$ cat config.mk
export PLATFORM = sky130hd
export DESIGN_NAME = blop_ctrl
export DESIGN_NICKNAME = d
export VERILOG_FILES = /design/src/hdl/blop_pkg.sv /design/src/hdl/blop_ctrl.sv
export SDC_FILE = /design/constraint.sdc
export NUM_CORES = 1
export LEC_CHECK = 0
export ABC_CLOCK_PERIOD_IN_PS = 2160
export CAP_MARGIN = 20
export CORE_MARGIN = 5
export CORE_UTILIZATION = 50
export CTS_CLUSTER_SIZE = 8
export DETAILED_ROUTE_END_ITERATION = 7
export DONT_BUFFER_PORTS = 1
export PLACE_DENSITY = 0.66
export SYNTH_ARGS = -nofsm -noshare
export SYNTH_HDL_FRONTEND = slang
export SYNTH_SLANG_ARGS = --single-unit
$ cat constraint.sdc
create_clock -name clock -period 2.16 [get_ports clock]
set_input_delay 0.216 -clock clock [delete_from_list [all_inputs] [get_ports clock]]
set_output_delay 0.216 -clock clock [all_outputs]
set_load 0.03 [all_outputs]
$ cat src/hdl/blop_pkg.sv
// Shared constants, types and fixed-point helpers of the binomial lattice pricer.
package blop_pkg;

   localparam int STEP_W      = 11;  // step count register
   localparam int PRICE_W     = 32;  // unsigned Q16.16 prices
   localparam int FACTOR_W    = 32;  // Q2.30 up factor squared
   localparam int COEF_W      = 31;  // Q1.30 / Q0.30 coefficients below 2.0, up probability clamped to 1.0
   localparam int PROD_W      = 64;
   localparam int CSR_IDX_W   = 3;
   localparam int CSR_DATA_W  = 32;

   localparam int MAX_STEPS_DEF = 1024;

   // Overlap threshold of the node pipeline: a pass of this many nodes
   // or fewer must drain before the next one starts reading.
   localparam int PIPE_GAP = 5;

   localparam logic [COEF_W-1:0]  Q30_ONE  = 31'h4000_0000;
   localparam logic [PROD_W-1:0]  Q30_HALF = 64'h0000_0000_2000_0000;
   localparam logic [PRICE_W-1:0] SAT_VAL  = 32'hFFFF_FFFF;

   // reset values of the registers
   localparam logic [STEP_W-1:0]   STEP_COUNT_RST = 11'd1;
   localparam logic [FACTOR_W-1:0] UP_SQ_RST      = 32'h4000_0000;
   localparam logic [COEF_W-1:0]   LOW_LEAF_RST   = 31'h4000_0000;
   localparam logic [COEF_W-1:0]   UP_PROB_RST    = 31'h2000_0000;
   localparam logic [COEF_W-1:0]   DISCOUNT_RST   = 31'h4000_0000;

   typedef enum logic [CSR_IDX_W-1:0] {
      CSR_STEP_COUNT    = 3'd0,
      CSR_UP_SQUARED    = 3'd1,
      CSR_LOWEST_LEAF   = 3'd2,
      CSR_UP_PROB       = 3'd3,
      CSR_STEP_DISCOUNT = 3'd4
   } csr_index_type;

   typedef struct packed {
      logic start;      // request taken: latch operands, clear flag
      logic leaf_mul;   // leaf price and next multiplier products
      logic leaf_more;  // another leaf follows, advance the multiplier
      logic ind_rd;     // induction read of one node
      logic finish;     // load the result register
   } cmd_type;

   typedef struct packed {
      logic busy;       // node pipeline still holds work
   } sts_type;

   // Q2.30 product rounding: (prod + 2^29) >> 30, saturated to 32 bits.
   // Returns {saturated, value}.
   function automatic logic [PRICE_W:0] q30_round(input logic [PROD_W-1:0] prod);
      logic [PROD_W:0] sum;
      sum = {1'b0, prod} + {1'b0, Q30_HALF};
      if (|sum[PROD_W:62]) begin
         return {1'b1, SAT_VAL};
      end
      return {1'b0, sum[61:30]};
   endfunction

endpackage

$ cat src/hdl/blop_ctrl.sv
// Sequencer of the binomial lattice pricer: leaf build, induction passes, result.
module blop_ctrl #(
   parameter int MAX_STEPS = blop_pkg::MAX_STEPS_DEF
) (
   input  logic                        clock,
   input  logic                        reset,
   input  logic                        req_valid,
   output logic                        req_ready,
   output logic                        rsp_valid,
   input  logic                        rsp_ready,
   input  logic [blop_pkg::STEP_W-1:0] step_count,
   output blop_pkg::cmd_type           cmd,
   output logic [$clog2(MAX_STEPS+1)-1:0] cmd_addr,
   input  blop_pkg::sts_type           sts
);

   localparam int AW = $clog2(MAX_STEPS + 1);
   localparam int CW = (AW > blop_pkg::STEP_W) ? AW : blop_pkg::STEP_W;

   typedef enum logic [2:0] {
      IDLE, LEAF_MUL, LEAF_WR, IND, DRAIN, FINISH
   } state_type;

   state_type       state_ff, state_in;
   logic [AW-1:0]   n_ff, n_in;
   logic [AW-1:0]   idx_ff, idx_in;
   logic [AW-1:0]   s_ff, s_in;
   logic            rsp_valid_ff, rsp_valid_in;
   logic [CW-1:0]   sc_ext;
   logic            out_free;

   assign sc_ext   = CW'(step_count);
   assign out_free = !rsp_valid_ff || rsp_ready;

   always_comb begin
      cmd           = '0;
      cmd.start     = (state_ff == IDLE) && req_valid;
      cmd.leaf_mul  = (state_ff == LEAF_MUL);
      cmd.leaf_more = (idx_ff != n_ff);
      cmd.ind_rd    = (state_ff == IND);
      cmd.finish    = (state_ff == FINISH) && out_free;
   end

   assign cmd_addr  = idx_ff;
   assign req_ready = (state_ff == IDLE);
   assign rsp_valid = rsp_valid_ff;

   always_comb begin
      state_in     = state_ff;
      n_in         = n_ff;
      idx_in       = idx_ff;
      s_in         = s_ff;
      rsp_valid_in = rsp_valid_ff;
      if (rsp_ready) begin
         rsp_valid_in = 1'b0;
      end
      case (state_ff)
         IDLE: begin
            if (req_valid) begin
               n_in     = (sc_ext > CW'(MAX_STEPS)) ? AW'(MAX_STEPS) : AW'(sc_ext);
               idx_in   = '0;
               state_in = LEAF_MUL;
            end
         end
         LEAF_MUL: begin
            state_in = LEAF_WR;
         end
         LEAF_WR: begin
            if (idx_ff == n_ff) begin
               idx_in   = '0;
               s_in     = n_ff;
               state_in = (n_ff == '0) ? FINISH : IND;
            end else begin
               idx_in   = idx_ff + 1'b1;
               state_in = LEAF_MUL;
            end
         end
         IND: begin
            if (idx_ff == s_ff) begin
               idx_in   = '0;
               s_in     = s_ff - 1'b1;
               // long passes overlap: the next pass reads behind the writes
               state_in = (32'(s_ff) > 32'(blop_pkg::PIPE_GAP)) ? IND : DRAIN;
            end else begin
               idx_in = idx_ff + 1'b1;
            end
         end
         DRAIN: begin
            if (!sts.busy) begin
               state_in = (s_ff == '0) ? FINISH : IND;
            end
         end
         FINISH: begin
            if (out_free) begin
               rsp_valid_in = 1'b1;
               state_in     = IDLE;
            end
         end
         default: begin
            state_in = IDLE;
         end
      endcase
   end

   always_ff @(posedge clock) begin
      if (reset) begin
         state_ff     <= IDLE;
         n_ff         <= '0;
         idx_ff       <= '0;
         s_ff         <= '0;
         rsp_valid_ff <= 1'b0;
      end else begin
         state_ff     <= state_in;
         n_ff         <= n_in;
         idx_ff       <= idx_in;
         s_ff         <= s_in;
         rsp_valid_ff <= rsp_valid_in;
      end
   end

endmodule

## Word-level counts from Yosys, hierarchy flattened

Index checks and enable logic that the tools add are counted.

| storage, ports and cells | value |
|---|---|
| register bits after elaboration | 37 |
| input bits | 16 |
| output and inout port bits | 18 |
| logic and storage cells | 55 |

| operators by class | value |
|---|---|
| reduce and logical (&&, ||, !) cells | 13 |
| muxes and demuxes | 20 |
| $add $sub $neg | 2 |
| equality and inequality tests | 13 |
| magnitude comparators | 2 |

Operators by type and width:

| kind | count |
|---|---|
| 2-to-1 mux 11 bit | 6 |
| case mux 11 bit (3 select lines) | 1 |
| 2-to-1 mux 3 bit | 8 |
| == test 11 bit | 2 |
| zero test 11 bit | 2 |
| case mux 11 bit (2 select lines) | 1 |
| case mux 3 bit (6 select lines) | 1 |
| adder 11 x 1 -> 11 bit, second input constant | 1 |
| greater-than comparator 11 bit, second input constant | 1 |
| greater-than comparator 11 x 3 -> 1 bit, second input constant | 1 |
| != test 11 bit | 1 |
| subtractor 11 x 1 -> 11 bit, second input constant | 1 |
| != test 2 bit, second input constant | 4 |
| == test 3 x 2 -> 1 bit, second input constant | 2 |
| == test 3 bit, second input constant | 2 |
| AND reduction 2 bit | 2 |
| AND reduction 4 bit | 1 |
| == test 3 x 1 -> 1 bit, second input constant | 1 |
| zero test 3 bit | 1 |
| 2-to-1 mux 1 bit | 3 |
| AND reduction 3 bit | 1 |
| nonzero test 3 bit | 1 |
| logical AND 1 bit | 2 |
| != test 2 x 1 -> 1 bit, second input constant | 1 |
| 3 further kinds | 3 |

## Logic depth before layout (Yosys ltp)

Gate-level depths: netlist (run 1).

| depth | value |
|---|---|
| depth after elaboration | 4 |
| depth in mapped cells | 9 |
| depth with buffers taken out | 8 |

## Least setup slack after synthesis (run 1)

Ideal clock, no wire load.

| timing path | value |
|---|---|
| path type | reg-to-reg |
| start | register state_ff[2] |
| end | register n_ff[5] |
| path buffers | 2 |
| arrival time | 2.083 ns |
| setup time | 0.128 ns |
| setup slack | -0.051 ns |
| cell stages (with the launch flop) | 7 |
| required time | 2.032 ns |
| clock period less this slack | 2.211 ns |
| path through | dfxtp_1 > clkbuf_1 > nor3_1 > nand2_1 > clkbuf_1 > a22oi_1 > nor2_1 |

| on the way | value |
|---|---|
| cells in the longest elaborated chain, start to end | 2 |

RTL lines:

| element | line | source |
|---|---|---|
| start, declared | blop_ctrl.sv:24 | `state_type state_ff, state_in;` |
| start signal, assigned | blop_ctrl.sv:113 | `state_ff <= state_in;` |
| zero test 3 bit | -- |  |
| named net req_ready | blop_ctrl.sv:8 | `output logic req_ready,` |
| AND reduction 2 bit (no line) | -- |  |
| end signal, assigned | blop_ctrl.sv:114 | `n_ff <= n_in;` |
| end, declared | blop_ctrl.sv:25 | `logic [AW-1:0] n_ff, n_in;` |

The timed path passes the listed nets, and every way through them passes these cells.
A chain may end at the register's enable or synchronous reset.

## Worst setup path after layout (run 1)

| timing path | value |
|---|---|
| start | register s_ff[1] |
| end | register s_ff[6] |

| on the way | value |
|---|---|
| cells in the longest elaborated chain, start to end | 3 |
| elaborated cells between the ends (all ways) | 6 |
| classes of those cells | add/sub: 1; eq/ne: 2; mux: 2; reduce/logical: 1 |

RTL lines:

| element | line | source |
|---|---|---|
| start, declared | blop_ctrl.sv:27 | `logic [AW-1:0] s_ff, s_in;` |
| start signal, assigned | blop_ctrl.sv:116 | `s_ff <= s_in;` |
| subtractor 11 x 1 -> 11 bit or == test 11 bit (tied branches) | blop_ctrl.sv:81, blop_ctrl.sv:79 |  |
| 2-to-1 mux 11 bit or != test 2 x 1 -> 1 bit (tied branches) | -- |  |
| case mux 11 bit (2 select lines) or AND reduction 3 bit (tied branches) | -- |  |

Several ways; a longest one is shown, not always the timed one. The select of a mux whose other input is x is not followed.

==> impl_metrics.tcl, run 1 <==
set metrics [dict create \
    cp_data_arrival_time_ns 2.21 \
    die_h_um 79.5 \
    crit_chain "inv_1 -> ha_1 -> or3b_2 -> nor3_1 -> xnor2_1 -> nor2_1 -> a211oi_1 -> nor3_1" \
    routabilityCongestion 0.937 \
    synth_nets 321 \
    avgSynthCellArea_um2 8.02 \
    clock_latency_ns 0.30 \
    clock_skew_ns 0.0131 \
    multiInputGateArea_mm2 0.00156 \
    clk_pin_slew_ns 0.09 \
    yosysMostFrequentCell "dfxtp_1" \
    drt_iter0_drc 112 \
    hold_viol 0 \
    p_per_area_mw_per_mm2 659 \
    critPathLaunchType "register" \
    routed_wirelength_um 6450 \
    io-pin-count 34 \
    final_util 0.606 \
    route.met2.wl_um 3010 \
    synthCells 301 \
    synth_edf_count 0 \
    synth_area_leader_cell "dfxtp_1" \
    n_fill_cell 435 \
    finalSetupViolCount 0 \
    met1_length_um 2900 \
    grt_use_total 0.215 \
    grt_pass1_vias 2168 \
    synth_area_leaders "dfxtp_1 (31%), xnor2_1 (8.3%), nor2_1 (4.7%)" \
    dieWidth_um 79.5 \
    maxCapViolations 0 \
    leakagePower_nw 1.03 \
    end_kind "register" \
    rows 25 \
    met3_wirelength_um 435 \
    syn2layout_area_growth_pct 17.7 \
    hp-class "input port to register" \
    cp_max_fo 5 \
    htreeDepth 2 \
    grt.overflow.total 0 \
    drcViolationCount 0 \
    worst_path_most_repeated_cell "nor3_1" \
    post_cts_buffers 0 \
    dr.pass1.iters 4 \
    avgViaCountPerCell 5.94 \
    critPathSlowestCell "or3b_2" \
    port_buffers 0 \
    critPathKind "register to register" \
    synth_top_cell_area_share 0.307 \
    grt_pass1_wl_um 10700 \
    grt_start_max_net_pins 29 \
    num_antenna_cells 0 \
    max_freq_ghz 0.494 \
    yosys_register_bits 37 \
    yosys_warnings 0 \
    cts_tree "built" \
    start_util 0.514 \
    power_mw 1.87 \
    peakVddDrop_mv 0.457 \
    dp_hpwl_um 4900 \
    timing.rr.start "s_ff[1]" \
    wl_per_cell_um 16.8 \
    yosys-top-cells-count "dfxtp_1 (37), nor2_1 (30), nand2_1 (29)" \
    syn_area_mm2 0.00241 \
    root_buffer "clkbuf_8" \
    min_period_ns 2.02 \
    hold_start "reset" \
    outcome "complete, no violations" \
    die_area_mm2 0.00632 \
    grt_setup_unrepaired "true" \
    crit_path_max_incr_delay_ns 0.54 \
    max_slew_margin 0.609 \
    num-nets-final 348 \
    register_area_um2 743 \
    min_period_over_period 0.936 \
    via_count 2275 \
    cts_made_buffers 5 \
    antenna_found_initial 0 \
    synth_cell_types 58 \
    crit_start "s_ff[1]" \
    ys_async_sr_fraction 0 \
    layout-drive-gt1-share 0.213 \
    yosysSeqAreaShare 0.307 \
    ant_nets 0 \
    coreArea_mm2 0.00469 \
    top_layer "met4" \
    drv_slew 0 \
    worstMarginPinSlew_ns 0.581 \
    crit_required_ns 2.34 \
    clock_path_buffers 2 \
    clock-sinks 37 \
    ys.flop_type "dfxtp_1" \
]
## area by class of cell
cell class / count / share of cell area
Multi-Input combinational cell: 236 / 0.548
Sequential cell: 37 / 0.262
Timing Repair Buffer: 40 / 0.114
Clock buffer: 6 / 0.0291
Tap cell: 54 / 0.0238
Clock inverter: 2 / 0.0132
Inverter: 8 / 0.0106
## registers in the layout, indices dropped and copies added (netlist names)
name	cells
state_ff	3
n_ff	11
s_ff	11
cmd_addr	11
rsp_valid	1
## kinds of logic (layout without fill, tap and decap cells)
| group | count (synthesis) | after routing | synth area share |
|---|---|---|---|
| mux | 2 | 2 | 0.00829 |
| xor+xnor | 25 | 25 | 0.0969 |
| flops | 37 | 37 | 0.307 |
| fa+ha+maj | 4 | 4 | 0.0207 |
| buf+inv | 28 | 56 | 0.0581 |
| compound gates | 74 | 74 | 0.214 |
| simple gates | 131 | 131 | 0.295 |
## power by group
part           total (mW)  switching, mW  internal [mW]
Combinational       0.497          0.292          0.205
Clock               0.641          0.265          0.376
Sequential          0.735         0.0286          0.707
## critical path, delay by kind of cell, from the launching register on
family / cells / cell delay, ns
compound gates: 1 / 0.17
xor+xnor: 1 / 0.15
fa+ha+maj: 1 / 0.22
buf+inv: 1 / 0.12
flops: 1 / 0.38
simple gates: 4 / 0.88
## worst paths after layout
check | endpoint | slack [ns] | cells past startpoint
setup / recovery | s_ff[6] | 0.14 | 8
hold / removal | state_ff[2] | 0.04 | 1
setup reg to reg | s_ff[6] | 0.14 | 8
hold reg to reg | s_ff[5] | 0.52 | 2
## stage by stage
stage	setup WS [ns]	TNS, ns	instances	area (um^2)	hold slack [ns]
after CTS	0.100	0	382	2790	0.0345
final	0.137	0	383	2840	0.0357
after global routing	-0.00510	-0.00510	383	2840	0.0387
after floorplan	0.00561	0	301	2420	0.296
after global placement	0.156	0	373	2660	0.290
after detailed placement	0.150	0	373	2660	0.294
## timing repair
action	CTS	global route
gates resized for setup	0	5
endpoints found under the hold margin	28	0
hold buffers	1	0
endpoints found under the setup margin	0	10
## layer usage
layer  up-vias  track usage
met5         -            0
li1       1133            -
met4         0       0.0619
met3        10       0.0576
met1      1058        0.277
met2        74        0.349
## cells in the final DEF (no fill, tap or decap), types with 3 or more instances in the layout
cell type  netlist  layout
buf_4            1      38
o21ai_0         12      12
nand3b_1         5       5
a31oi_1          6       6
clkbuf_8         0       6
a21oi_1         20      20
a32oi_1          3       3
nor3_1           9       8
dfxtp_1         37      35
a22oi_1          8       8
nand2_1         29      29
nand3_1         12      12
nand2b_1         8       8
nor2_1          30      29
nand4_1          3       3
o31ai_1          4       4
xnor2_1         23      23
inv_1            7       7
nor3b_1          7       7
nor2b_1          4       4
nor4_1           6       6
ha_1             4       4
and3_1           4       4
(Power assumes the default switching activity.)
==> run 2, diff against run 1 <==
- ABC_CLOCK_PERIOD_IN_PS: 2160 -> 1940
- clock period: 2.16 -> 1.94 ns (I/O delays scaled with it)
==> run 2 against run 1 <==
Compared with the run above:
- largest power group unchanged
- combinational power rose by 24%
- register-to-register slack got worse by 0.06 ns
- critical endpoint is now s_ff[10]
- sequential power rose by 10%
- global-route usage rose by 0.58 points
- utilization rose by 3.3 points
- first-iteration DRC count rose by 35%
- flip-flop and latch count did not move
- worst setup slack got worse by 0.062 ns
==> impl_metrics.tcl, run 2 (synthesized netlist as in run 1, its figures left out) <==
set metrics [dict create \
    ant_nets 0 \
    clock_latency_ns 0.30 \
    grt_pass1_wl_um 10700 \
    coreArea_mm2 0.00469 \
    start_util 0.514 \
    cts_tree "built" \
    layout-drive-gt1-share 0.309 \
    worst_r2r_path_depth 6 \
    grt_start_max_net_pins 35 \
    grt_setup_unrepaired "true" \
    via_count 2389 \
    grt.overflow.total 0 \
    final_util 0.639 \
    dp_hpwl_um 5080 \
    hp-class "input port to register" \
    cp_data_arrival_time_ns 2.08 \
    critPathLaunchType "register" \
    numPlacedInstances 387 \
    antenna_found_initial 0 \
    cp-endpoint "s_ff[10]" \
    clock_path_buffers 2 \
    dr.pass1.iters 5 \
    p_per_area_mw_per_mm2 689 \
    finalSetupTns_ns 0 \
    finalSetupViolCount 0 \
    grt_pass1_vias 2118 \
    htreeDepth 2 \
    routabilityCongestion 0.989 \
    peakVddDrop_mv 0.434 \
    fin_cells 397 \
    num_antenna_cells 0 \
    drcViolationCount 0 \
    cts_made_buffers 5 \
    port_buffers 0 \
    finalWorstSetupSlack_ns 0.0756 \
    die_h_um 79.5 \
    hold_viol 0 \
    clock-sinks 37 \
    reg2reg_slack_ns 0.08 \
    syn2layout_area_growth_pct 24.2 \
    post_cts_buffers 0 \
    end_kind "register" \
    crit_required_ns 2.16 \
    avgViaCountPerCell 6.02 \
    die_area_mm2 0.00632 \
    min_period_ns 1.86 \
    leakagePower_nw 1.12 \
    clock_skew_ns 0.00461 \
    holdWs_ns 0.0119 \
    routed_wirelength_um 6860 \
    final_cell_mix "buf_4 (52), nor2_1 (29), nand2_1 (28)" \
    grt_use_total 0.220 \
    critPathKind "register to register" \
    power_mw 2.07 \
    cp_max_fo 5 \
    root_buffer "clkbuf_8" \
    final_common_cell "buf_4" \
    drt_iter0_drc 151 \
    final_area_mm2 0.00300 \
    drv_slew 0 \
    pre_cts_slack_ns 0.0201 \
    dieWidth_um 79.5 \
    io-pin-count 34 \
    maxCapViolations 0 \
    timing.rr.start "s_ff[5]" \
    placed_cell_area_mm2 0.00280 \
    wl_per_cell_um 17.3 \
    max_slew_margin 0.616 \
    num-nets-final 362 \
    max_freq_ghz 0.536 \
    clk_pin_slew_ns 0.08 \
    rows 25 \
    r2r-end "s_ff[10]" \
    crit_start "s_ff[5]" \
    min_period_over_period 0.961 \
    outcome "complete, no violations" \
    worstMarginPinSlew_ns 0.571 \
]
[run 2: cell type report]
type	instances	area (um^2)
inverter	8	31.3
clock buffer	7	97.6
sequential	37	772
tap	54	67.6
clock inverter	1	8.76
multi-input combinational	236	1600
timing repair buffer	54	420
fill	392	1690
[run 2: power by group]
group	switching [mW]	internal, mW
Clock	0.305	0.334
Combinational	0.349	0.269
Sequential	0.0282	0.781
[run 2: worst min path at each step]
stage,endpoint,startpoint,cells past startpoint
final,state_ff[2],reset,1
after global routing,state_ff[2],reset,1
after CTS,cmd_addr[3],reset,1
after detailed placement,cmd_addr[3],reset,1
after global placement,cmd_addr[3],reset,1
after floorplan,state_ff[1],reset,1
[run 2: repair_timing]
item / 4_1_cts / 5_1_grt
resized for setup: 2 / 17
setup endpoints to repair: 2 / 12
hold buffers: 1 / 1
cloned: 0 / 0
endpoints found under the hold margin: 28 / 27
[run 2: worst max-delay path, cell delays in order, from the launching register on]
cell and delay (ns):
dfxtp_2 0.34, or4_4 0.53, or3_4 0.40, nor2_4 0.11, a22o_4 0.13, o21ai_2 0.06
a221oi_2 0.22
[run 2: routing by layer]
layer / track usage / vias to the layer above / wire length, um
li1: - / 1170 / -
met2: 0.349 / 87 / 3150
met5: 0 / - / 0
met1: 0.289 / 1117 / 3000
met3: 0.0542 / 15 / 525
met4: 0.0790 / 0 / 181
